`config.mk`:
```
export PLATFORM = sky130hd
export DESIGN_NAME = tga_rle_pixel_decoder_core
export DESIGN_NICKNAME = d
export VERILOG_FILES = /design/src/rtl/tgarle_pkg.sv /design/src/rtl/tgarle_decode.sv /design/src/rtl/tga_rle_pixel_decoder_core.sv
export SDC_FILE = /design/constraint.sdc
export NUM_CORES = 1
export LEC_CHECK = 0
export ABC_AREA = 1
export ABC_CLOCK_PERIOD_IN_PS = 4300
export BUFFER_PORTS_ARGS = -buffer_cell sky130_fd_sc_hd__buf_2
export CAP_MARGIN = 20
export CORE_MARGIN = 2
export CORE_UTILIZATION = 50
export DETAILED_ROUTE_END_ITERATION = 8
export PLACE_DENSITY_LB_ADDON = 0.05
export SLEW_MARGIN = 20
export SYNTH_ARGS = -nofsm -noshare
export SYNTH_HDL_FRONTEND = slang
export SYNTH_SLANG_ARGS = --single-unit
```
`constraint.sdc`:
```
create_clock -name clock -period 4.3 [get_ports clock]
set_clock_uncertainty 0.15 [all_clocks]
set_input_delay 0.215 -clock clock [delete_from_list [all_inputs] [get_ports clock]]
set_output_delay 0.215 -clock clock [all_outputs]
set_load 0.01 [all_outputs]
```
`src/rtl/tgarle_pkg.sv`:
```
// ----------------------------------------------------------------------------
// tgarle_pkg
// Shared types and constants of the TGA run-length pixel decoder.
// ----------------------------------------------------------------------------
package tgarle_pkg;

   localparam logic [7:0] RLE_FLAG = 8'h80;
   localparam logic [7:0] LEN_MASK = 8'h7f;

   localparam int unsigned CSR_ADDR_W = 3;
   localparam int unsigned CSR_DATA_W = 32;

   localparam logic REG_ALPHA_PRESENT = 1'b0;
   localparam logic REG_PIXEL_TOTAL   = 1'b1;

   localparam logic [1:0] COMP_BLUE  = 2'd0;
   localparam logic [1:0] COMP_GREEN = 2'd1;
   localparam logic [1:0] COMP_RED   = 2'd2;
   localparam logic [1:0] COMP_ALPHA = 2'd3;

   typedef struct packed {
      logic        alpha_present;
      logic [31:0] pixel_total;
   } cfg_type;

   typedef struct packed {
      logic [7:0] repeat_count;
      logic [7:0] alpha;
      logic [7:0] red;
      logic [7:0] green;
      logic [7:0] blue;
      logic       last_of_image;
   } result_type;

endpackage

```
`src/rtl/tgarle_decode.sv`:
```
// ----------------------------------------------------------------------------
// tgarle_decode
// Packet and pixel state of the decoder; decodes one stream byte per step.
// ----------------------------------------------------------------------------
module tgarle_decode (
   input  logic                   clock,
   input  logic                   reset,
   input  logic                   step,
   input  logic [7:0]             data_byte,
   input  tgarle_pkg::cfg_type    cfg,
   output logic                   result_valid,
   output tgarle_pkg::result_type result
);
   import tgarle_pkg::*;

   logic        image_active_ff, image_active_in;
   logic [31:0] pixels_remaining_ff, pixels_remaining_in;
   logic        expect_header_ff, expect_header_in;
   logic        packet_is_run_ff, packet_is_run_in;
   logic [7:0]  packet_pixels_left_ff, packet_pixels_left_in;
   logic [1:0]  component_index_ff, component_index_in;
   logic [23:0] partial_pixel_ff, partial_pixel_in;

   logic [31:0] rem_base;
   logic [7:0]  hdr_len;
   logic [7:0]  ppl_next;
   logic [23:0] pixel;
   logic        accumulate;
   logic        last;

   always_comb begin
      image_active_in       = image_active_ff;
      pixels_remaining_in   = pixels_remaining_ff;
      expect_header_in      = expect_header_ff;
      packet_is_run_in      = packet_is_run_ff;
      packet_pixels_left_in = packet_pixels_left_ff;
      component_index_in    = component_index_ff;
      partial_pixel_in      = partial_pixel_ff;
      result_valid          = 1'b0;
      result                = '0;
      ppl_next              = 8'd0;
      pixel                 = partial_pixel_ff;
      last                  = 1'b0;

      rem_base   = image_active_ff ? pixels_remaining_ff : cfg.pixel_total;
      hdr_len    = (data_byte & LEN_MASK) + 8'd1;
      if ({24'd0, hdr_len} > rem_base) begin
         hdr_len = rem_base[7:0];
      end
      accumulate = (component_index_ff != COMP_ALPHA) &&
                   !(component_index_ff == COMP_RED && !cfg.alpha_present);

      if (!image_active_ff || expect_header_ff) begin
         if (image_active_ff || cfg.pixel_total != 32'd0) begin
            image_active_in       = 1'b1;
            pixels_remaining_in   = rem_base - {24'd0, hdr_len};
            packet_pixels_left_in = hdr_len;
            packet_is_run_in      = (data_byte & RLE_FLAG) != 8'd0;
            expect_header_in      = 1'b0;
            component_index_in    = COMP_BLUE;
            partial_pixel_in      = '0;
         end
      end else if (accumulate) begin
         unique case (component_index_ff)
            COMP_BLUE:  partial_pixel_in[7:0]   = data_byte;
            COMP_GREEN: partial_pixel_in[15:8]  = data_byte;
            default:    partial_pixel_in[23:16] = data_byte;
         endcase
         component_index_in = component_index_ff + 2'd1;
      end else begin
         if (component_index_ff == COMP_RED) begin
            pixel = {data_byte, partial_pixel_ff[15:0]};
         end
         if (packet_is_run_ff) begin
            result.repeat_count = packet_pixels_left_ff;
            ppl_next            = 8'd0;
         end else begin
            result.repeat_count = 8'd1;
            ppl_next = (packet_pixels_left_ff != 8'd0) ?
                       packet_pixels_left_ff - 8'd1 : 8'd0;
         end
         last                  = (ppl_next == 8'd0) && (pixels_remaining_ff == 32'd0);
         result_valid          = 1'b1;
         result.blue           = pixel[7:0];
         result.green          = pixel[15:8];
         result.red            = pixel[23:16];
         result.alpha          = (component_index_ff == COMP_ALPHA && cfg.alpha_present) ?
                                 data_byte : 8'd0;
         result.last_of_image  = last;
         packet_pixels_left_in = ppl_next;
         component_index_in    = COMP_BLUE;
         partial_pixel_in      = '0;
         if (ppl_next == 8'd0) begin
            expect_header_in = 1'b1;
            if (last) begin
               image_active_in = 1'b0;
            end
         end
      end
   end

   always_ff @(posedge clock) begin
      if (reset) begin
         image_active_ff       <= 1'b0;
         pixels_remaining_ff   <= '0;
         expect_header_ff      <= 1'b1;
         packet_is_run_ff      <= 1'b0;
         packet_pixels_left_ff <= '0;
         component_index_ff    <= COMP_BLUE;
         partial_pixel_ff      <= '0;
      end else if (step) begin
         image_active_ff       <= image_active_in;
         pixels_remaining_ff   <= pixels_remaining_in;
         expect_header_ff      <= expect_header_in;
         packet_is_run_ff      <= packet_is_run_in;
         packet_pixels_left_ff <= packet_pixels_left_in;
         component_index_ff    <= component_index_in;
         partial_pixel_ff      <= partial_pixel_in;
      end
   end

endmodule

```
`src/rtl/tga_rle_pixel_decoder_core.sv`:
```
// ----------------------------------------------------------------------------
// tga_rle_pixel_decoder_core
// TGA run-length pixel decoder with stream ports and a register port.
// ----------------------------------------------------------------------------
// Usage:
//   req_* carries the compressed stream, one byte per transfer. Packet
//   headers and pixel bytes (blue, green, red, optional alpha) share it.
//   rsp_* carries one decoded pixel per transfer with its repeat count;
//   rsp_tlast marks the pixels that complete the image.
//   csr_* sets alpha_present (address 0) and pixel_total (address 4);
//   write only while the block is idle.
//   Throughput is one byte per cycle while req_tready is high; each byte
//   is decoded in the cycle of its transfer and its result is registered
//   in the output register, or in the skid entry when that one is held.
//   A two-entry output stage (register plus skid) keeps req_tready high
//   while one result waits on a stalled receiver; req_tready drops only
//   when both entries are full.
//   Reset clears all decode state; the first byte after reset is a header.
// ----------------------------------------------------------------------------
module tga_rle_pixel_decoder_core (
   input  logic                               clock,
   input  logic                               reset,
   input  logic                               req_tvalid,
   output logic                               req_tready,
   input  logic [7:0]                         req_tdata,   // data_byte
   output logic                               rsp_tvalid,
   input  logic                               rsp_tready,
   output logic [39:0]                        rsp_tdata,   // blue, green, red,
                                                           // alpha, repeat_count
   output logic                               rsp_tlast,   // last_of_image
   input  logic                               csr_psel,
   input  logic                               csr_penable,
   input  logic                               csr_pwrite,
   input  logic [tgarle_pkg::CSR_ADDR_W-1:0]  csr_paddr,
   input  logic [tgarle_pkg::CSR_DATA_W-1:0]  csr_pwdata,
   output logic [tgarle_pkg::CSR_DATA_W-1:0]  csr_prdata,
   output logic                               csr_pready
);
   import tgarle_pkg::*;

   cfg_type    cfg_ff;
   logic       csr_write;

   logic       req_accept;
   logic       dec_valid;
   result_type dec_result;

   logic       main_valid_ff, main_valid_in;
   result_type main_ff, main_in;
   logic       skid_valid_ff, skid_valid_in;
   result_type skid_ff, skid_in;
   logic       rsp_take;

   assign csr_pready = 1'b1;
   assign csr_write  = csr_psel && csr_penable && csr_pwrite && csr_pready;

   always_ff @(posedge clock) begin
      if (reset) begin
         cfg_ff <= '0;
      end else if (csr_write) begin
         unique case (csr_paddr[2])
            REG_ALPHA_PRESENT: cfg_ff.alpha_present <= csr_pwdata[0];
            default:           cfg_ff.pixel_total   <= csr_pwdata[31:0];
         endcase
      end
   end

   always_comb begin
      unique case (csr_paddr[2])
         REG_ALPHA_PRESENT: csr_prdata = {31'd0, cfg_ff.alpha_present};
         default:           csr_prdata = cfg_ff.pixel_total;
      endcase
   end

   assign req_tready = !skid_valid_ff;
   assign req_accept = req_tvalid && req_tready;

   tgarle_decode u_decode (
      .clock        (clock),
      .reset        (reset),
      .step         (req_accept),
      .data_byte    (req_tdata),
      .cfg          (cfg_ff),
      .result_valid (dec_valid),
      .result       (dec_result)
   );

   assign rsp_take = main_valid_ff && rsp_tready;

   always_comb begin
      main_valid_in = main_valid_ff;
      main_in       = main_ff;
      skid_valid_in = skid_valid_ff;
      skid_in       = skid_ff;
      if (skid_valid_ff) begin
         if (rsp_take) begin
            main_in       = skid_ff;
            skid_valid_in = 1'b0;
         end
      end else if (req_accept && dec_valid) begin
         if (!main_valid_ff || rsp_take) begin
            main_in       = dec_result;
            main_valid_in = 1'b1;
         end else begin
            skid_in       = dec_result;
            skid_valid_in = 1'b1;
         end
      end else if (rsp_take) begin
         main_valid_in = 1'b0;
      end
   end

   always_ff @(posedge clock) begin
      if (reset) begin
         main_valid_ff <= 1'b0;
         skid_valid_ff <= 1'b0;
      end else begin
         main_valid_ff <= main_valid_in;
         skid_valid_ff <= skid_valid_in;
      end
   end

   always_ff @(posedge clock) begin
      main_ff <= main_in;
      skid_ff <= skid_in;
   end

   assign rsp_tvalid = main_valid_ff;
   assign rsp_tdata  = {main_ff.repeat_count, main_ff.alpha, main_ff.red,
                        main_ff.green, main_ff.blue};
   assign rsp_tlast  = main_ff.last_of_image;

   a_skid_needs_main: assert property (@(posedge clock) disable iff (reset)
      skid_valid_ff |-> main_valid_ff)
      else $error("skid entry held without a main entry");

   a_skid_refills_main: assert property (@(posedge clock) disable iff (reset)
      skid_valid_ff && rsp_tready |=> main_valid_ff && !skid_valid_ff)
      else $error("skid entry lost on drain");

   a_count_range: assert property (@(posedge clock) disable iff (reset)
      main_valid_ff |-> (main_ff.repeat_count != 8'd0) &&
                        (main_ff.repeat_count <= 8'd128))
      else $error("repeat count out of range");

endmodule
```
==> impl_results.md, run 1 <==
* Power Density at 379.8 nW/µm²
* TritonRoute pass-1 iters at 5
* Slowest stage delay, CP at 0.39 ns
* Post-route core utilization at 0.6155
* Final Power at 4.565 mW
* TritonCTS buffer count at 17
* Slew Viols, Final at 0
* Clk pin slew, worst setup/hold paths at 0.07 ns
* Htree depth at 4
* Yosys warnings at 0
* Syn_nets at 1434
* Non-filler cells, final at 1803
* Fmax at 255.1 MHz
* Sequential fraction of the synthesis area at 0.4557
* Initial antenna violation count at 0
* Max-slew headroom at 0.2750
* Via count at 9036
* Placed inst area at 11030 µm²
* Leak at 5.846 nW
* Root Driver: clkbuf_16
* Chip width at 145.2 µm
* Setup violators final at 0
* Yosys reg bits at 186
* IO buf count at 122
* Largest net degree at the start of global routing at 45
* Area Growth Syn to Fin at 20.51%
* Iter 0 DRT Violations at 435
* Wire per inst at 14.39 µm
* Slew @ Worst Pin at 1.086 ns
* Peak VDD IR at 304.2 µV
* Share of cells above drive strength 1 at 0.1697
* Die height at 145.2 µm
* Post-Syn Area per Cell at 7.328 µm²
* Count of different cell masters after synthesis at 46
* Post-Syn Instances at 1361
* R2r setup slk at 0.38 ns
* Initial Util at 0.5108
* Total Wirelength at 25.94 mm
* Clock buffer depth at 2
* HP Class: primary input to flip-flop
* Placed Cells at 1736
* Async set or reset register ratio after synthesis at 0
* Clock latency on the worst-skew pair at 0.44 ns
* DRC Markers at 0
* GRT Residual Overflow at 0
* RSZ-0062 raised after global routing: no
* Core ar. at 19530 µm²
* Gr usage total at 0.2431
* Site Rows at 51
* Fin area at 12020 µm²
* GP Congestion at 0.9550
* Vias in the first global route at 8431
* Antenna diodes at 0
* Vias per inst at 5.012
* Crit-path slowest cell: fa_1
* CP arrival at 4.11 ns
* Ys flop type: dfxtp_1
* Crit. End Element: flip-flop
* Final hold vios at 0
* Critical path launch point type: flip-flop
* Critical path class: flip-flop to flip-flop
* TritonCTS clock tree: done
* Detailed Place HPWL at 18.69 mm
* DRT antenna net count at 0
* TNS Setup at 0 ns
* Max Cap Violations at 0
* Final #Nets at 1598
* Post-Synthesis Cell Area at 9973 µm²
* EDFF count, synth at 82
* Most frequent CP cell: nand2_1
* First-pass GRT wire length at 41.47 mm
* Clock sink count at 186
* CP required at 4.49 ns
* Worst-path fanout max at 14
* Status: completed
* Die Area at 21090 µm²
* Final period utilization at 0.9118
* Top-level I/O count at 126
* Fin crit period at 3.921 ns
[final timing paths]
check                                 from                                to  cells after the start
max               u_decode.image_active_ff  u_decode.pixels_remaining_ff[30]                     27
min                            csr_penable                        cfg_ff[32]                      3
max reg2reg       u_decode.image_active_ff  u_decode.pixels_remaining_ff[30]                     27
min reg2reg  u_decode.partial_pixel_ff[20]     u_decode.partial_pixel_ff[20]                      2
[cell type report]
cell class / instances / area, µm²
clock buffer: 17 / 425.4
sequential: 186 / 4548
fill: 1805 / 7507
clock inverter: 15 / 133.9
timing repair buffer: 202 / 1370
multi-input combinational: 907 / 4418
inverter: 211 / 792.0
tap: 265 / 331.6
[synthesized netlist by cell type, types with 2 or more instances]
cell / n / area [µm²]
ha_1: 22 / 275.3
buf_4: 4 / 30.03
nor2_1: 166 / 623.1
nor2_4: 4 / 45.04
edfxtp_1: 82 / 2462
nand3b_1: 2 / 15.01
nand4_1: 16 / 100.1
a31oi_1: 4 / 25.02
buf_2: 3 / 15.01
inv_2: 4 / 15.01
nor2_2: 6 / 37.54
o21ai_0: 91 / 455.4
nand3_1: 40 / 200.2
nand3_4: 3 / 52.55
o21ai_2: 10 / 87.58
xor2_1: 9 / 78.83
nor3_1: 16 / 80.08
clkbuf_1: 44 / 165.2
nand2_2: 16 / 100.1
buf_6: 4 / 45.04
a21oi_1: 92 / 460.4
inv_1: 205 / 769.5
o21ai_1: 12 / 60.06
dfxtp_1: 104 / 2082
clkinv_1: 2 / 7.510
a211oi_1: 3 / 22.52
o2111ai_1: 5 / 43.79
nand2_1: 355 / 1333
nor4_1: 18 / 112.6
xnor2_1: 3 / 26.28
[flip-flops by register name (all words and copies together), names as in the netlist, 2 cells and up]
name and cells:
cfg_ff 33, u_decode.component_index_ff 2, u_decode.partial_pixel_ff 24, rsp_tdata 40, u_decode.pixels_remaining_ff 32, skid_ff 41
u_decode.packet_pixels_left_ff 8
[critical path: cells and delay by family, from the launching register on]
| kind | cells | cell delay [ns] |
|---|---|---|
| AO/OA/AOI/OAI | 1 | 0.07 |
| adder cells (fa/ha/maj) | 2 | 0.61 |
| buffers and inverters | 5 | 0.52 |
| flip-flops | 1 | 0.38 |
| AND/OR/NAND/NOR | 19 | 2.07 |
[power by group]
part           internal (mW)  switching [mW]
Combinational          0.398           0.688
Sequential              1.92          0.0592
Clock                  0.760           0.741
Total                   3.08            1.49
[cell usage in the layout, fill, tap and decap left out, types with 20 or more instances in the layout]
cell type / netlist / routed
nand2_1: 355 / 350
inv_1: 205 / 205
nor2_1: 166 / 160
buf_2: 3 / 122
dfxtp_1: 104 / 103
a21oi_1: 92 / 92
edfxtp_1: 82 / 82
o21ai_0: 91 / 81
nand3_1: 40 / 40
buf_4: 4 / 40
dlygate4sd3_1: 0 / 34
ha_1: 22 / 22
o21ai_1: 12 / 20
nand2_2: 16 / 20
[metrics by stage]
step                setup WS, ns  hold slack, ns
finish                    0.3794         0.02649
global route             0.01077         0.04149
floorplan                0.06974          0.1999
detailed placement       0.02902          0.2924
CTS                       0.2315         0.01641
global placement         0.08990          0.2877
[layer usage]
metal  global-route usage  vias to the layer above  part of all wire
li1                     -                     4681                 -
met2               0.4121                      255              0.47
met5                    0                        -                 0
met3              0.03145                       53             0.042
met4               0.1196                        0             0.039
met1               0.3062                     4047              0.45
[cell families (layout without fill, tap and decap cells)]
group                    count (synthesis)  count (layout)  share of synthesized area
XOR/XNOR                                12              12                    0.01054
buffers and inverters                  268             445                     0.1074
flip-flops                             186             186                     0.4557
AND/OR/NAND/NOR                        646             646                     0.2737
AO/OA/AOI/OAI                          224             224                     0.1216
other                                    1               1                  0.0003760
adder cells (fa/ha/maj)                 23              23                    0.02961
multiplexers                             1               1                   0.001129
[repair_timing]
item	4_1_cts	5_1_grt
hold buffers	34	0
endpoints found under the hold margin	36	0
endpoints found under the setup margin	0	23
gates resized for setup	0	30
setup buffers	0	0
Note: power is estimated with default switching activity, not from simulation.
==> inputs of run 2 (changes only) <==
--- a/config.mk
+++ b/config.mk
@@ -12,6 +12,7 @@
 export CORE_MARGIN = 2
 export CORE_UTILIZATION = 50
 export DETAILED_ROUTE_END_ITERATION = 8
+export GPL_TIMING_DRIVEN = 0
 export PLACE_DENSITY_LB_ADDON = 0.05
 export SLEW_MARGIN = 20
 export SYNTH_ARGS = -nofsm -noshare
==> impl_results.md, run 2 (synthesis gave the netlist of run 1 again) <==
* Status: completed (unchanged)
* Hold Path Sink: cfg_ff[32] (unchanged)
* Worst hold slack at 0.02725 ns (was 0.02649 ns)
* Critical path launch point type: flip-flop (unchanged)
* TNS Setup at 0 ns (unchanged)
* Largest net degree at the start of global routing at 30 (was 45)
* Gr usage total at 0.2665 (was 0.2431)
* Final #Nets at 1634 (was 1598)
* CP required at 4.49 ns (about the same)
* TritonRoute pass-1 iters at 6 (was 5)
* Final Power at 4.684 mW (was 4.565 mW)
* Post-route core utilization at 0.6383 (was 0.6155)
* Site Rows at 51 (unchanged)
* Most frequent CP cell: nand2_1 (unchanged)
* Setup violators final at 0 (unchanged)
* Vias in the first global route at 8743 (was 8431)
* Leak at 5.931 nW (was 5.846 nW)
* Hold path depth at 3 (unchanged)
* Wire per inst at 15.67 µm (was 14.39 µm)
* Worst-path fanout max at 6 (was 14)
* Core ar. at 19530 µm² (unchanged)
* Vias per inst at 5.105 (was 5.012)
* Share of cells above drive strength 1 at 0.1812 (was 0.1697)
* GRT Residual Overflow at 0 (unchanged)
* First-pass GRT wire length at 44.48 mm (was 41.47 mm)
* Final period utilization at 0.9824 (was 0.9118)
* Crit-path slowest cell: dfxtp_4 (was fa_1)
* Worst setup margin at 0.07570 ns (was 0.3794 ns)
* Final hold vios at 0 (unchanged)
* Die height at 145.2 µm (unchanged)
* Non-filler cells, final at 1838 (was 1803)
* Slowest stage delay, CP at 0.36 ns (was 0.39 ns)
* Placed inst area at 10980 µm² (was 11030 µm²)
* Max-slew headroom at 0.5284 (was 0.2750)
* Top reg by flops: skid_ff (unchanged)
* Crit. End Element: flip-flop (unchanged)
* Htree depth at 4 (unchanged)
* R2R Path Start: u_decode.image_active_ff (unchanged)
* Via count at 9383 (was 9036)
* Slew Viols, Final at 0 (unchanged)
* Critical R2R Capture: u_decode.pixels_remaining_ff[28] (was u_decode.pixels_remaining_ff[30])
* Peak VDD IR at 310.6 µV (was 304.2 µV)
* HP Class: primary input to flip-flop (unchanged)
* Initial Util at 0.5108 (unchanged)
* Hold Crit Start: csr_penable (unchanged)
* Die Area at 21090 µm² (unchanged)
* Clock buffer depth at 2 (unchanged)
* Crit path launch: u_decode.image_active_ff (unchanged)
* Antenna diodes at 0 (unchanged)
* Fin area at 12460 µm² (was 12020 µm²)
* Most frequent cells in the layout: nand2_1 (351), inv_1 (202), nor2_1 (156) (was nand2_1 (350), inv_1 (205), nor2_1 (160))
* Largest register FFs at 41 (unchanged)
* Commonest non-fill, non-tap cell in the layout: nand2_1 (unchanged)
* Initial antenna violation count at 0 (unchanged)
* Critical path class: flip-flop to flip-flop (unchanged)
* GP Congestion at 0.9561 (was 0.9550)
* Detailed Place HPWL at 21.19 mm (was 18.69 mm)
* TritonCTS buffer count at 17 (unchanged)
* R2r setup slk at 0.08 ns (was 0.38 ns)
* Placed Cells at 1749 (was 1736)
* DRC Markers at 0 (unchanged)
* Fmax at 236.7 MHz (was 255.1 MHz)
* Total Wirelength at 28.80 mm (was 25.94 mm)
* Iter 0 DRT Violations at 689 (was 435)
* Clk pin slew, worst setup/hold paths at 0.07 ns (about the same)
* Top-level I/O count at 126 (unchanged)
* Area Growth Syn to Fin at 24.98% (was 20.51%)
* IO buf count at 121 (was 122)
* DRT antenna net count at 0 (unchanged)
* Register-to-Register Path Depth at 30 (was 27)
* CP arrival at 4.42 ns (was 4.11 ns)
* RSZ-0062 raised after global routing: yes (was no)
* Slew @ Worst Pin at 0.7074 ns (was 1.086 ns)
* Power Density at 375.8 nW/µm² (was 379.8 nW/µm²)
* Max Cap Violations at 0 (unchanged)
* Place WS at -0.8637 ns (was 0.02902 ns)
* Root Driver: clkbuf_16 (unchanged)
* Fin crit period at 4.224 ns (was 3.921 ns)
* Clock sink count at 186 (unchanged)
* Chip width at 145.2 µm (unchanged)
* Clock latency on the worst-skew pair at 0.44 ns (about the same)
* TritonCTS clock tree: done (unchanged)
run 2: cell types whose count changed in the layout (fill, tap and decap cells not counted), sizes merged:
cell,previous run,this run
buf,167,158
clkbuf,18,63
clkinv,8,9
clkinvlp,3,2
inv,215,214
run 2: layer usage:
metal	up-vias	part of all wire	track usage
li1	4749	-	-
met1	4238	0.42	0.3235
met2	326	0.49	0.4590
met3	70	0.048	0.03868
met4	0	0.049	0.1397
met5	-	0	0
run 2: cell type report:
cell class	instances	area, µm²
clock buffers	17	425.4
fillers	1738	7062
flip-flops and latches	186	4548
clock inverters	14	137.6
repair buffers	181	1222
multi-input cells	907	4669
well taps	265	331.6
plain buffers	57	337.8
inverters	211	792.0
run 2: repair_timing:
action / CTS / global route
pin swaps: 10 / 28
endpoints found under the setup margin: 28 / 25
gates resized for setup: 40 / 53
endpoints found under the hold margin: 35 / 0
hold buffers: 34 / 0
cloned: 1 / 2
buffers inserted: 5 / 16
run 2: how the worst max path moves through the flow:
stage               depth (start not counted)  slack [ns]                               end
floorplan                                  31        0.07  u_decode.pixels_remaining_ff[28]
global placement                           32       -0.86  u_decode.pixels_remaining_ff[22]
detailed placement                         32       -0.86  u_decode.pixels_remaining_ff[22]
CTS                                        30      -0.006  u_decode.pixels_remaining_ff[22]
global route                               30       -0.12  u_decode.pixels_remaining_ff[28]
finish                                     30        0.08  u_decode.pixels_remaining_ff[28]
run 2: power breakdown:
part	switching (mW)	internal (mW)	leakage (nW)
sequential	0.0605	1.92	1.63
combinational	0.766	0.437	4.03
clock	0.742	0.762	0.269
total	1.57	3.12	5.93
run 2: worst max-delay path: cells and delay by family (launching register included):
kind | cells | cell delay, ns
AND/OR/NAND/NOR | 16 | 1.52
AO/OA/AOI/OAI | 3 | 0.44
adder cells (fa/ha/maj) | 3 | 0.81
buffers and inverters | 8 | 0.83
flip-flops | 1 | 0.36
